==> config.mk <==
export PLATFORM = sky130hd
export DESIGN_NAME = page_replacement_fifo_lru
export DESIGN_NICKNAME = d
export VERILOG_FILES = /design/src/design/prfl_pkg.sv /design/src/design/prfl_tag_table.sv /design/src/design/prfl_order_list.sv /design/src/design/page_replacement_fifo_lru.sv
export SDC_FILE = /design/constraint.sdc
export NUM_CORES = 1
export LEC_CHECK = 0
export BUFFER_PORTS_ARGS = -buffer_cell sky130_fd_sc_hd__buf_2
export CAP_MARGIN = 20
export CELL_PAD_IN_SITES_DETAIL_PLACEMENT = 1
export CELL_PAD_IN_SITES_GLOBAL_PLACEMENT = 2
export CORE_MARGIN = 5
export CORE_UTILIZATION = 47
export CTS_BUF_LIST = sky130_fd_sc_hd__clkbuf_4 sky130_fd_sc_hd__clkbuf_8 sky130_fd_sc_hd__clkbuf_16
export DETAILED_ROUTE_END_ITERATION = 7
export GPL_TIMING_DRIVEN = 0
export PLACE_DENSITY = 0.94
export SKIP_LAST_GASP = 1
export SYNTH_ARGS = -nofsm -noshare
export SYNTH_HDL_FRONTEND = slang
export SYNTH_SLANG_ARGS = --single-unit
==> constraint.sdc <==
create_clock -name aclk -period 13.5 [get_ports aclk]
set_clock_uncertainty 0.05 [all_clocks]
set_input_delay 2.025 -clock aclk [delete_from_list [all_inputs] [get_ports aclk]]
set_output_delay 2.025 -clock aclk [all_outputs]
set_load 0.005 [all_outputs]
==> src/design/prfl_pkg.sv <==
// shared constants and types for the page replacement frame table
`default_nettype none

package prfl_pkg;

    localparam int FRAMES_DEF     = 16;
    localparam int PID_BITS_DEF   = 8;
    localparam int PAGE_BITS_DEF  = 16;

    localparam int FRAME_COUNT_W  = 5;
    localparam int FRAME_INDEX_W  = 4;
    localparam int FAULT_W        = 32;
    localparam int APB_ADDR_W     = 3;
    localparam int APB_DATA_W     = 32;

    localparam logic [FRAME_COUNT_W-1:0] FRAME_COUNT_RST = 5'd16;

    // register select, taken from paddr[2]
    localparam logic REG_POLICY      = 1'b0;
    localparam logic REG_FRAME_COUNT = 1'b1;

    typedef enum logic {
        POLICY_FIFO = 1'b0,
        POLICY_LRU  = 1'b1
    } policy_t;

    // update requested of the eviction order list
    typedef struct packed {
        logic append;   // new frame filled, goes to tail
        logic promote;  // hit frame moves to tail
        logic rotate;   // head evicted, goes to tail
    } order_op_t;

endpackage

`default_nettype wire

==> src/design/prfl_tag_table.sv <==
// frame tag store with parallel lookup and victim tag read
`default_nettype none

module prfl_tag_table #(
    parameter int FRAMES    = 16,
    parameter int PID_BITS  = 8,
    parameter int PAGE_BITS = 16,
    parameter int FIDX      = 4,
    parameter int UW        = 5
) (
    input  wire logic                 aclk,
    input  wire logic [UW-1:0]        frames_used,
    input  wire logic [PID_BITS-1:0]  lookup_pid,
    input  wire logic [PAGE_BITS-1:0] lookup_page,
    output logic                      match,
    output logic [FIDX-1:0]           match_frame,
    input  wire logic [FIDX-1:0]      victim_frame,
    output logic [PID_BITS-1:0]       victim_pid,
    output logic [PAGE_BITS-1:0]      victim_page,
    input  wire logic                 wr_en,
    input  wire logic [FIDX-1:0]      wr_frame,
    input  wire logic [PID_BITS-1:0]  wr_pid,
    input  wire logic [PAGE_BITS-1:0] wr_page
);

    logic [PID_BITS-1:0]  tag_pid_reg  [FRAMES];
    logic [PAGE_BITS-1:0] tag_page_reg [FRAMES];

    always_ff @(posedge aclk) begin
        if (wr_en) begin
            tag_pid_reg[wr_frame]  <= wr_pid;
            tag_page_reg[wr_frame] <= wr_page;
        end
    end

    // lowest occupied frame that matches wins
    always_comb begin
        match       = 1'b0;
        match_frame = '0;
        for (int i = FRAMES - 1; i >= 0; i--) begin
            if ((UW'(i) < frames_used) && (tag_pid_reg[i] == lookup_pid) &&
                (tag_page_reg[i] == lookup_page)) begin
                match       = 1'b1;
                match_frame = FIDX'(i);
            end
        end
    end

    assign victim_pid  = tag_pid_reg[victim_frame];
    assign victim_page = tag_page_reg[victim_frame];

endmodule

`default_nettype wire

==> src/design/prfl_order_list.sv <==
// eviction order list: head is the next victim, tail the newest or most recent
`default_nettype none

module prfl_order_list #(
    parameter int FRAMES = 16,
    parameter int FIDX   = 4,
    parameter int UW     = 5
) (
    input  wire logic                aclk,
    input  wire prfl_pkg::order_op_t op,
    input  wire logic [FIDX-1:0]     frame,
    input  wire logic [UW-1:0]       frames_used,
    output logic [FIDX-1:0]          head
);

    import prfl_pkg::*;

    logic [FIDX-1:0] order_reg  [FRAMES];
    logic [FIDX-1:0] order_next [FRAMES];
    logic [FIDX-1:0] order_up   [FRAMES];
    logic [UW-1:0]   pos;
    logic [FIDX-1:0] moved;
    logic            shift_en;

    // neighbor toward the tail for each position
    for (genvar g = 0; g < FRAMES; g++) begin : g_up
        if (g < FRAMES - 1) begin : g_mid
            assign order_up[g] = order_reg[g+1];
        end else begin : g_last
            assign order_up[g] = '0;
        end
    end

    // list position of the promoted frame
    always_comb begin
        pos = '0;
        for (int i = 0; i < FRAMES; i++) begin
            if (op.promote && (UW'(i) < frames_used) && (order_reg[i] == frame)) begin
                pos = UW'(i);
            end
        end
    end

    assign shift_en = op.promote || op.rotate;
    assign moved    = op.rotate ? order_reg[0] : frame;

    always_comb begin
        for (int i = 0; i < FRAMES; i++) begin
            order_next[i] = order_reg[i];
            if (shift_en && (UW'(i) >= pos)) begin
                if ((UW'(i) + UW'(1)) < frames_used) begin
                    order_next[i] = order_up[i];
                end else if ((UW'(i) + UW'(1)) == frames_used) begin
                    order_next[i] = moved;
                end
            end
            if (op.append && (UW'(i) == frames_used)) begin
                order_next[i] = FIDX'(i);
            end
        end
    end

    always_ff @(posedge aclk) begin
        for (int i = 0; i < FRAMES; i++) begin
            order_reg[i] <= order_next[i];
        end
    end

    assign head = order_reg[0];

endmodule

`default_nettype wire

==> src/design/page_replacement_fifo_lru.sv <==
// page replacement frame table top level with FIFO and LRU eviction
//
//  port group   dir   handshake           word
//  s_*          in    s_valid / s_ready   process_id, page_number
//  m_*          out   m_valid / m_ready   hit, frame, evicted pair, fault count
//  apb          in    psel/penable        policy, frame_count
//
//  one word per cycle sustained while the m_ side is not stalled; s_ valid reaches m_ valid
//  through the input register, then lookup and table update into the result register
//  the lookup, tag write and order list shift all settle in the same cycle
//  reset clears occupancy and the fault count at once, no clearing pass
//  a stalled m_ side holds the result register and backs up into the input register
`default_nettype none

module page_replacement_fifo_lru #(
    parameter int FRAMES    = prfl_pkg::FRAMES_DEF,
    parameter int PID_BITS  = prfl_pkg::PID_BITS_DEF,
    parameter int PAGE_BITS = prfl_pkg::PAGE_BITS_DEF
) (
    input  wire logic                             aclk,
    input  wire logic                             aresetn,
    input  wire logic                             s_valid,
    output logic                                  s_ready,
    input  wire logic [PID_BITS-1:0]              s_process_id,
    input  wire logic [PAGE_BITS-1:0]             s_page_number,
    output logic                                  m_valid,
    input  wire logic                             m_ready,
    output logic                                  m_hit,
    output logic [prfl_pkg::FRAME_INDEX_W-1:0]    m_frame_index,
    output logic                                  m_evicted_valid,
    output logic [PID_BITS-1:0]                   m_evicted_process,
    output logic [PAGE_BITS-1:0]                  m_evicted_page,
    output logic [prfl_pkg::FAULT_W-1:0]          m_fault_count,
    input  wire logic                             psel,
    input  wire logic                             penable,
    input  wire logic                             pwrite,
    input  wire logic [prfl_pkg::APB_ADDR_W-1:0]  paddr,
    input  wire logic [prfl_pkg::APB_DATA_W-1:0]  pwdata,
    output logic [prfl_pkg::APB_DATA_W-1:0]       prdata,
    output logic                                  pready
);

    import prfl_pkg::*;

    localparam int FIDX = (FRAMES > 1) ? $clog2(FRAMES) : 1;
    localparam int UW   = $clog2(FRAMES + 1);
    localparam int CW   = (UW > FRAME_COUNT_W) ? UW : FRAME_COUNT_W;

    // configuration
    policy_t                  policy_reg;
    logic [FRAME_COUNT_W-1:0] frame_count_reg;

    // input register
    logic                 in_valid_reg;
    logic [PID_BITS-1:0]  in_pid_reg;
    logic [PAGE_BITS-1:0] in_page_reg;

    // table state
    logic [UW-1:0]      frames_used_reg;
    logic [UW-1:0]      frames_used_next;
    logic [FAULT_W-1:0] faults_reg;
    logic [FAULT_W-1:0] faults_next;

    // result register
    logic                 out_valid_reg;
    logic                 out_hit_reg;
    logic [FIDX-1:0]      out_frame_reg;
    logic                 out_ev_valid_reg;
    logic [PID_BITS-1:0]  out_ev_pid_reg;
    logic [PAGE_BITS-1:0] out_ev_page_reg;
    logic [FAULT_W-1:0]   out_faults_reg;

    logic                 advance;
    logic                 process;
    logic                 match;
    logic [FIDX-1:0]      match_frame;
    logic [FIDX-1:0]      head;
    logic [PID_BITS-1:0]  victim_pid;
    logic [PAGE_BITS-1:0] victim_page;
    logic [CW-1:0]        used_w;
    logic [CW-1:0]        count_w;
    logic [CW-1:0]        limit;
    logic                 has_free;
    logic                 do_fill;
    logic                 do_evict;
    logic [FIDX-1:0]      frame_sel;
    logic [FIDX-1:0]      tag_wr_frame;
    order_op_t            order_op;
    logic                 cfg_wr;
    logic [FIDX+FRAME_INDEX_W-1:0] frame_wide;

    // ---------------- configuration port ----------------
    assign pready = 1'b1;
    assign cfg_wr = psel && penable && pwrite && pready;

    always_ff @(posedge aclk) begin
        if (!aresetn) begin
            policy_reg      <= POLICY_FIFO;
            frame_count_reg <= FRAME_COUNT_RST;
        end else if (cfg_wr) begin
            case (paddr[2])
                REG_POLICY:      policy_reg      <= policy_t'(pwdata[0]);
                REG_FRAME_COUNT: frame_count_reg <= pwdata[FRAME_COUNT_W-1:0];
                default:         ;
            endcase
        end
    end

    always_comb begin
        case (paddr[2])
            REG_POLICY:      prdata = APB_DATA_W'(policy_reg);
            REG_FRAME_COUNT: prdata = APB_DATA_W'(frame_count_reg);
            default:         prdata = '0;
        endcase
    end

    // ---------------- handshake ----------------
    assign advance = !out_valid_reg || m_ready;
    assign s_ready = !in_valid_reg || advance;
    assign process = in_valid_reg && advance;

    always_ff @(posedge aclk) begin
        if (!aresetn) begin
            in_valid_reg <= 1'b0;
        end else if (s_ready) begin
            in_valid_reg <= s_valid;
        end
    end

    always_ff @(posedge aclk) begin
        if (s_valid && s_ready) begin
            in_pid_reg  <= s_process_id;
            in_page_reg <= s_page_number;
        end
    end

    // ---------------- lookup and replacement decision ----------------
    prfl_tag_table #(
        .FRAMES    (FRAMES),
        .PID_BITS  (PID_BITS),
        .PAGE_BITS (PAGE_BITS),
        .FIDX      (FIDX),
        .UW        (UW)
    ) u_tags (
        .aclk         (aclk),
        .frames_used  (frames_used_reg),
        .lookup_pid   (in_pid_reg),
        .lookup_page  (in_page_reg),
        .match        (match),
        .match_frame  (match_frame),
        .victim_frame (head),
        .victim_pid   (victim_pid),
        .victim_page  (victim_page),
        .wr_en        (process && !match),
        .wr_frame     (tag_wr_frame),
        .wr_pid       (in_pid_reg),
        .wr_page      (in_page_reg)
    );

    prfl_order_list #(
        .FRAMES (FRAMES),
        .FIDX   (FIDX),
        .UW     (UW)
    ) u_order (
        .aclk        (aclk),
        .op          (order_op),
        .frame       (match_frame),
        .frames_used (frames_used_reg),
        .head        (head)
    );

    // frame_count of zero acts as one, above FRAMES acts as FRAMES
    always_comb begin
        used_w  = CW'(frames_used_reg);
        count_w = CW'(frame_count_reg);
        if (count_w == '0) begin
            limit = CW'(1);
        end else if (count_w > CW'(FRAMES)) begin
            limit = CW'(FRAMES);
        end else begin
            limit = count_w;
        end
    end

    assign has_free     = used_w < limit;
    assign do_fill      = !match && has_free;
    assign do_evict     = !match && !has_free;
    assign tag_wr_frame = do_fill ? FIDX'(frames_used_reg) : head;
    assign frame_sel    = match ? match_frame : tag_wr_frame;

    assign order_op.append  = process && do_fill;
    assign order_op.promote = process && match && (policy_reg == POLICY_LRU);
    assign order_op.rotate  = process && do_evict;

    always_comb begin
        frames_used_next = frames_used_reg;
        faults_next      = faults_reg;
        if (process && do_fill) begin
            frames_used_next = frames_used_reg + UW'(1);
        end
        if (process && !match && (faults_reg != '1)) begin
            faults_next = faults_reg + FAULT_W'(1);
        end
    end

    always_ff @(posedge aclk) begin
        if (!aresetn) begin
            frames_used_reg <= '0;
            faults_reg      <= '0;
            out_valid_reg   <= 1'b0;
        end else begin
            frames_used_reg <= frames_used_next;
            faults_reg      <= faults_next;
            if (advance) begin
                out_valid_reg <= in_valid_reg;
            end
        end
    end

    always_ff @(posedge aclk) begin
        if (process) begin
            out_hit_reg      <= match;
            out_frame_reg    <= frame_sel;
            out_ev_valid_reg <= do_evict;
            out_ev_pid_reg   <= do_evict ? victim_pid : '0;
            out_ev_page_reg  <= do_evict ? victim_page : '0;
            out_faults_reg   <= faults_next;
        end
    end

    // ---------------- result port ----------------
    assign frame_wide        = {{FRAME_INDEX_W{1'b0}}, out_frame_reg};
    assign m_valid           = out_valid_reg;
    assign m_hit             = out_hit_reg;
    assign m_frame_index     = frame_wide[FRAME_INDEX_W-1:0];
    assign m_evicted_valid   = out_ev_valid_reg;
    assign m_evicted_process = out_ev_pid_reg;
    assign m_evicted_page    = out_ev_page_reg;
    assign m_fault_count     = out_faults_reg;

    // ---------------- assertions ----------------
    a_used_bound: assert property (@(posedge aclk) disable iff (!aresetn)
        frames_used_reg <= UW'(FRAMES))
        else $error("occupancy above frame total");

    a_fault_step: assert property (@(posedge aclk) disable iff (!aresetn)
        aresetn |=> ((faults_reg == $past(faults_reg)) ||
                     ({1'b0, faults_reg} == {1'b0, $past(faults_reg)} + 33'd1)))
        else $error("fault count moved by other than zero or one");

    a_evict_on_miss: assert property (@(posedge aclk) disable iff (!aresetn)
        out_valid_reg |-> !(out_hit_reg && out_ev_valid_reg))
        else $error("eviction reported on a hit");

    a_fill_only_on_miss: assert property (@(posedge aclk) disable iff (!aresetn)
        aresetn |=> ((frames_used_reg == $past(frames_used_reg)) ||
                     ($past(process) && !$past(match))))
        else $error("occupancy changed without a miss");

endmodule

`default_nettype wire

==> results.json <==
{
  "cts_buffers": 67,
  "critPathArrivalTime_ns": 8.15,
  "seq_area_frac_synth": 0.533,
  "whs_path_depth": 2,
  "cts_hold_buf": 0,
  "use_met2": 0.605,
  "finalHoldViolCount": 0,
  "report.final.slew_viol_count": 0,
  "die_width_um": 265,
  "ys_top_cells_by_area": "edfxtp_1, mux4_2, xnor2_1",
  "htree_num_levels": 3,
  "p_leak_nw": 11.7,
  "place_ws_ns": 6.22,
  "via_per_inst": 6.47,
  "synth_edf_count": 470,
  "fin_crit_ns": 7.76,
  "design_area_um2": 34900,
  "ir_drop_v": 0.000118,
  "grt-ovfl-total": 0,
  "num_rows": 93,
  "cp_max_fo": 17,
  "synth-main-ff-cell": "edfxtp_1",
  "fmax_mhz": 129,
  "clockRootBuffer": "clkbuf_16",
  "postCtsSetupRepairBufs": 0,
  "insertion_delay_ns": 0.63,
  "syn_to_final_growth_pct": 14.2,
  "grt_max_degree": 65,
  "gr-usage-met3": 0.0532,
  "routed_wl_mm": 130,
  "setup_ws_ns": 5.74,
  "track_usage": 0.361,
  "cts_sinks": 579,
  "ys_types": 91,
  "die_y_um": 265,
  "ant_nets": 0,
  "most-common-layout-cells": "edfxtp_1, xnor2_1, xor2_1",
  "hold_end": "u_order.order_reg[6][3]",
  "drt_iter0_markers": 2388,
  "start_util": 0.475,
  "setup_viol": 0,
  "final_common_cell": "edfxtp_1",
  "path_class": "flop to flop",
  "clock_path_buffers": 3,
  "detail_route.wl_per_cell_um": 36.5,
  "cts.clk_slew.worst_paths_ns": 0.06,
  "dpl-instance-area_um2": 32600,
  "ff2ff_path_depth": 18,
  "min_path_type": "flop to flop",
  "nets": 2712,
  "tightest_slew_ns": 1.25,
  "start_kind": "flop",
  "cts_resized": 0,
  "hold_start": "u_order.order_reg[6][3]",
  "vias": 22981,
  "grt_antenna_before_repair": 5,
  "maxCapViolations": 0,
  "synth_top_area_share": 0.461,
  "postSynthCellCount": 2419,
  "power.density_nw_per_um2": 120,
  "drive_gt1_frac": 0.187,
  "drt_pass1_iterations": 5,
  "largest_reg_flops": 256,
  "dp_hpwl_mm": 103,
  "rr_startpoint": "in_page_reg[2]",
  "rsz0062_at_grt": "false",
  "cp-end-kind": "flop",
  "fin_crit_sh": 0.574,
  "gp_congestion": 1.05,
  "io_pins": 163,
  "r2r-end": "u_order.order_reg[0][1]",
  "grt_pass1_vias": 23523,
  "timing.slew.headroom": 0.166,
  "core_um2": 64500,
  "io_buffers": 104,
  "status": "completed",
  "netlist_area_um2": 30600,
  "use_met1": 0.418,
  "busiest_layer": "met2",
  "grt_pass1_wl_mm": 178,
  "drc": 0,
  "crit_required_ns": 13.90,
  "dieArea_um2": 70300,
  "tns_ns": 0,
  "synth.largest_area_cell": "edfxtp_1",
  "reg2reg_slack_ns": 5.74,
  "synth-warning-count": 0,
  "ys_ff_latch": 579,
  "cts_tree": "built",
  "async_flop_share": 0,
  "syn_avg_cell_area_um2": 12.6
}
-- cells in the mapped netlist (21+ instances only) --
cell / n
edfxtp_1: 470
mux4_2: 120
nor4_1: 79
nor2b_1: 34
xor2_1: 202
buf_2: 25
clkbuf_1: 56
buf_4: 54
a21oi_1: 55
mux2i_1: 49
nand4_1: 106
and2_1: 53
nand2_1: 128
xnor2_1: 250
nand3_1: 48
o211ai_1: 22
a211oi_1: 21
nor2_1: 150
inv_1: 23
nor3_1: 49
o21ai_0: 30
dfxtp_1: 109
-- report_power, final --
group	switching, mW	total, mW	internal, mW
combinational	0.200	0.287	0.0874
sequential	0.0364	1.99	1.95
clock	0.779	1.92	1.14
-- through the flow --
step	util	std cells	hold WS [ns]	power (mW)
after CTS	0.541	3541	0.445	4.19
final	0.542	3550	0.447	4.19
after global placement	0.501	3404	0.427	2.30
after global routing	0.542	3544	0.464	4.29
after detailed placement	0.506	3421	0.434	2.31
after floorplan	-	2445	0.398	2.16
-- metal layers --
layer	vias to the layer above	routed length, um
met3	368	8500
li1	9545	-
met4	4	12700
met2	1189	62100
met5	-	26
met1	11875	46200
-- cells by family (layout without fill, tap and decap cells) --
logic type	after synthesis	after routing	share of synthesized area
adder cells (fa/ha/maj)	8	8	0.00327
AO/OA/AOI/OAI	237	237	0.0557
multiplexers	173	173	0.106
buffers and inverters	190	434	0.0339
AND/OR/NAND/NOR	778	778	0.139
other	2	34	0.000245
flip-flops	579	579	0.533
XOR/XNOR	452	452	0.129
-- worst max-delay path: stages, from the launching register on --
cell and delay, ns:
edfxtp_1 0.67, buf_2 0.35, buf_6 0.21, xnor2_1 0.71
nand4_1 0.24, or4_1 0.74, o2bb2a_1 0.39, a211oi_1 0.51
o211a_1 0.36, buf_4 0.25, nor3_1 0.06, a31o_2 0.23
a2111oi_0 1.00, a2111oi_1 0.30, nor2_1 0.18, o2bb2ai_1 0.17
nand2b_1 0.18, clkbuf_1 0.28, mux2i_1 0.67
-- area by class of cell --
type                       instances  area [um^2]
buffer                           166          947
antenna                            6         15.0
clock inverter                    32          372
timing repair buffer             124          763
sequential                       579        16300
tap                              855         1070
clock buffer                      88         1910
multi-input combinational       1676        13500
fill                            6548        29500
inverter                          24         92.6
-- how the worst max path moves through the flow --
stage	start	end	slack, ns
2_1_floorplan	m_ready	u_order.order_reg[6][0]	7.29
3_3_place_gp	m_ready	u_order.order_reg[0][1]	4.50
3_5_place_dp	in_pid_reg[6]	u_order.order_reg[0][1]	6.22
4_1_cts	in_page_reg[0]	u_order.order_reg[0][1]	6.15
5_1_grt	in_page_reg[2]	u_order.order_reg[0][1]	5.86
6_report	in_page_reg[2]	u_order.order_reg[0][1]	5.74
Note: power is estimated with default switching activity, not from simulation.
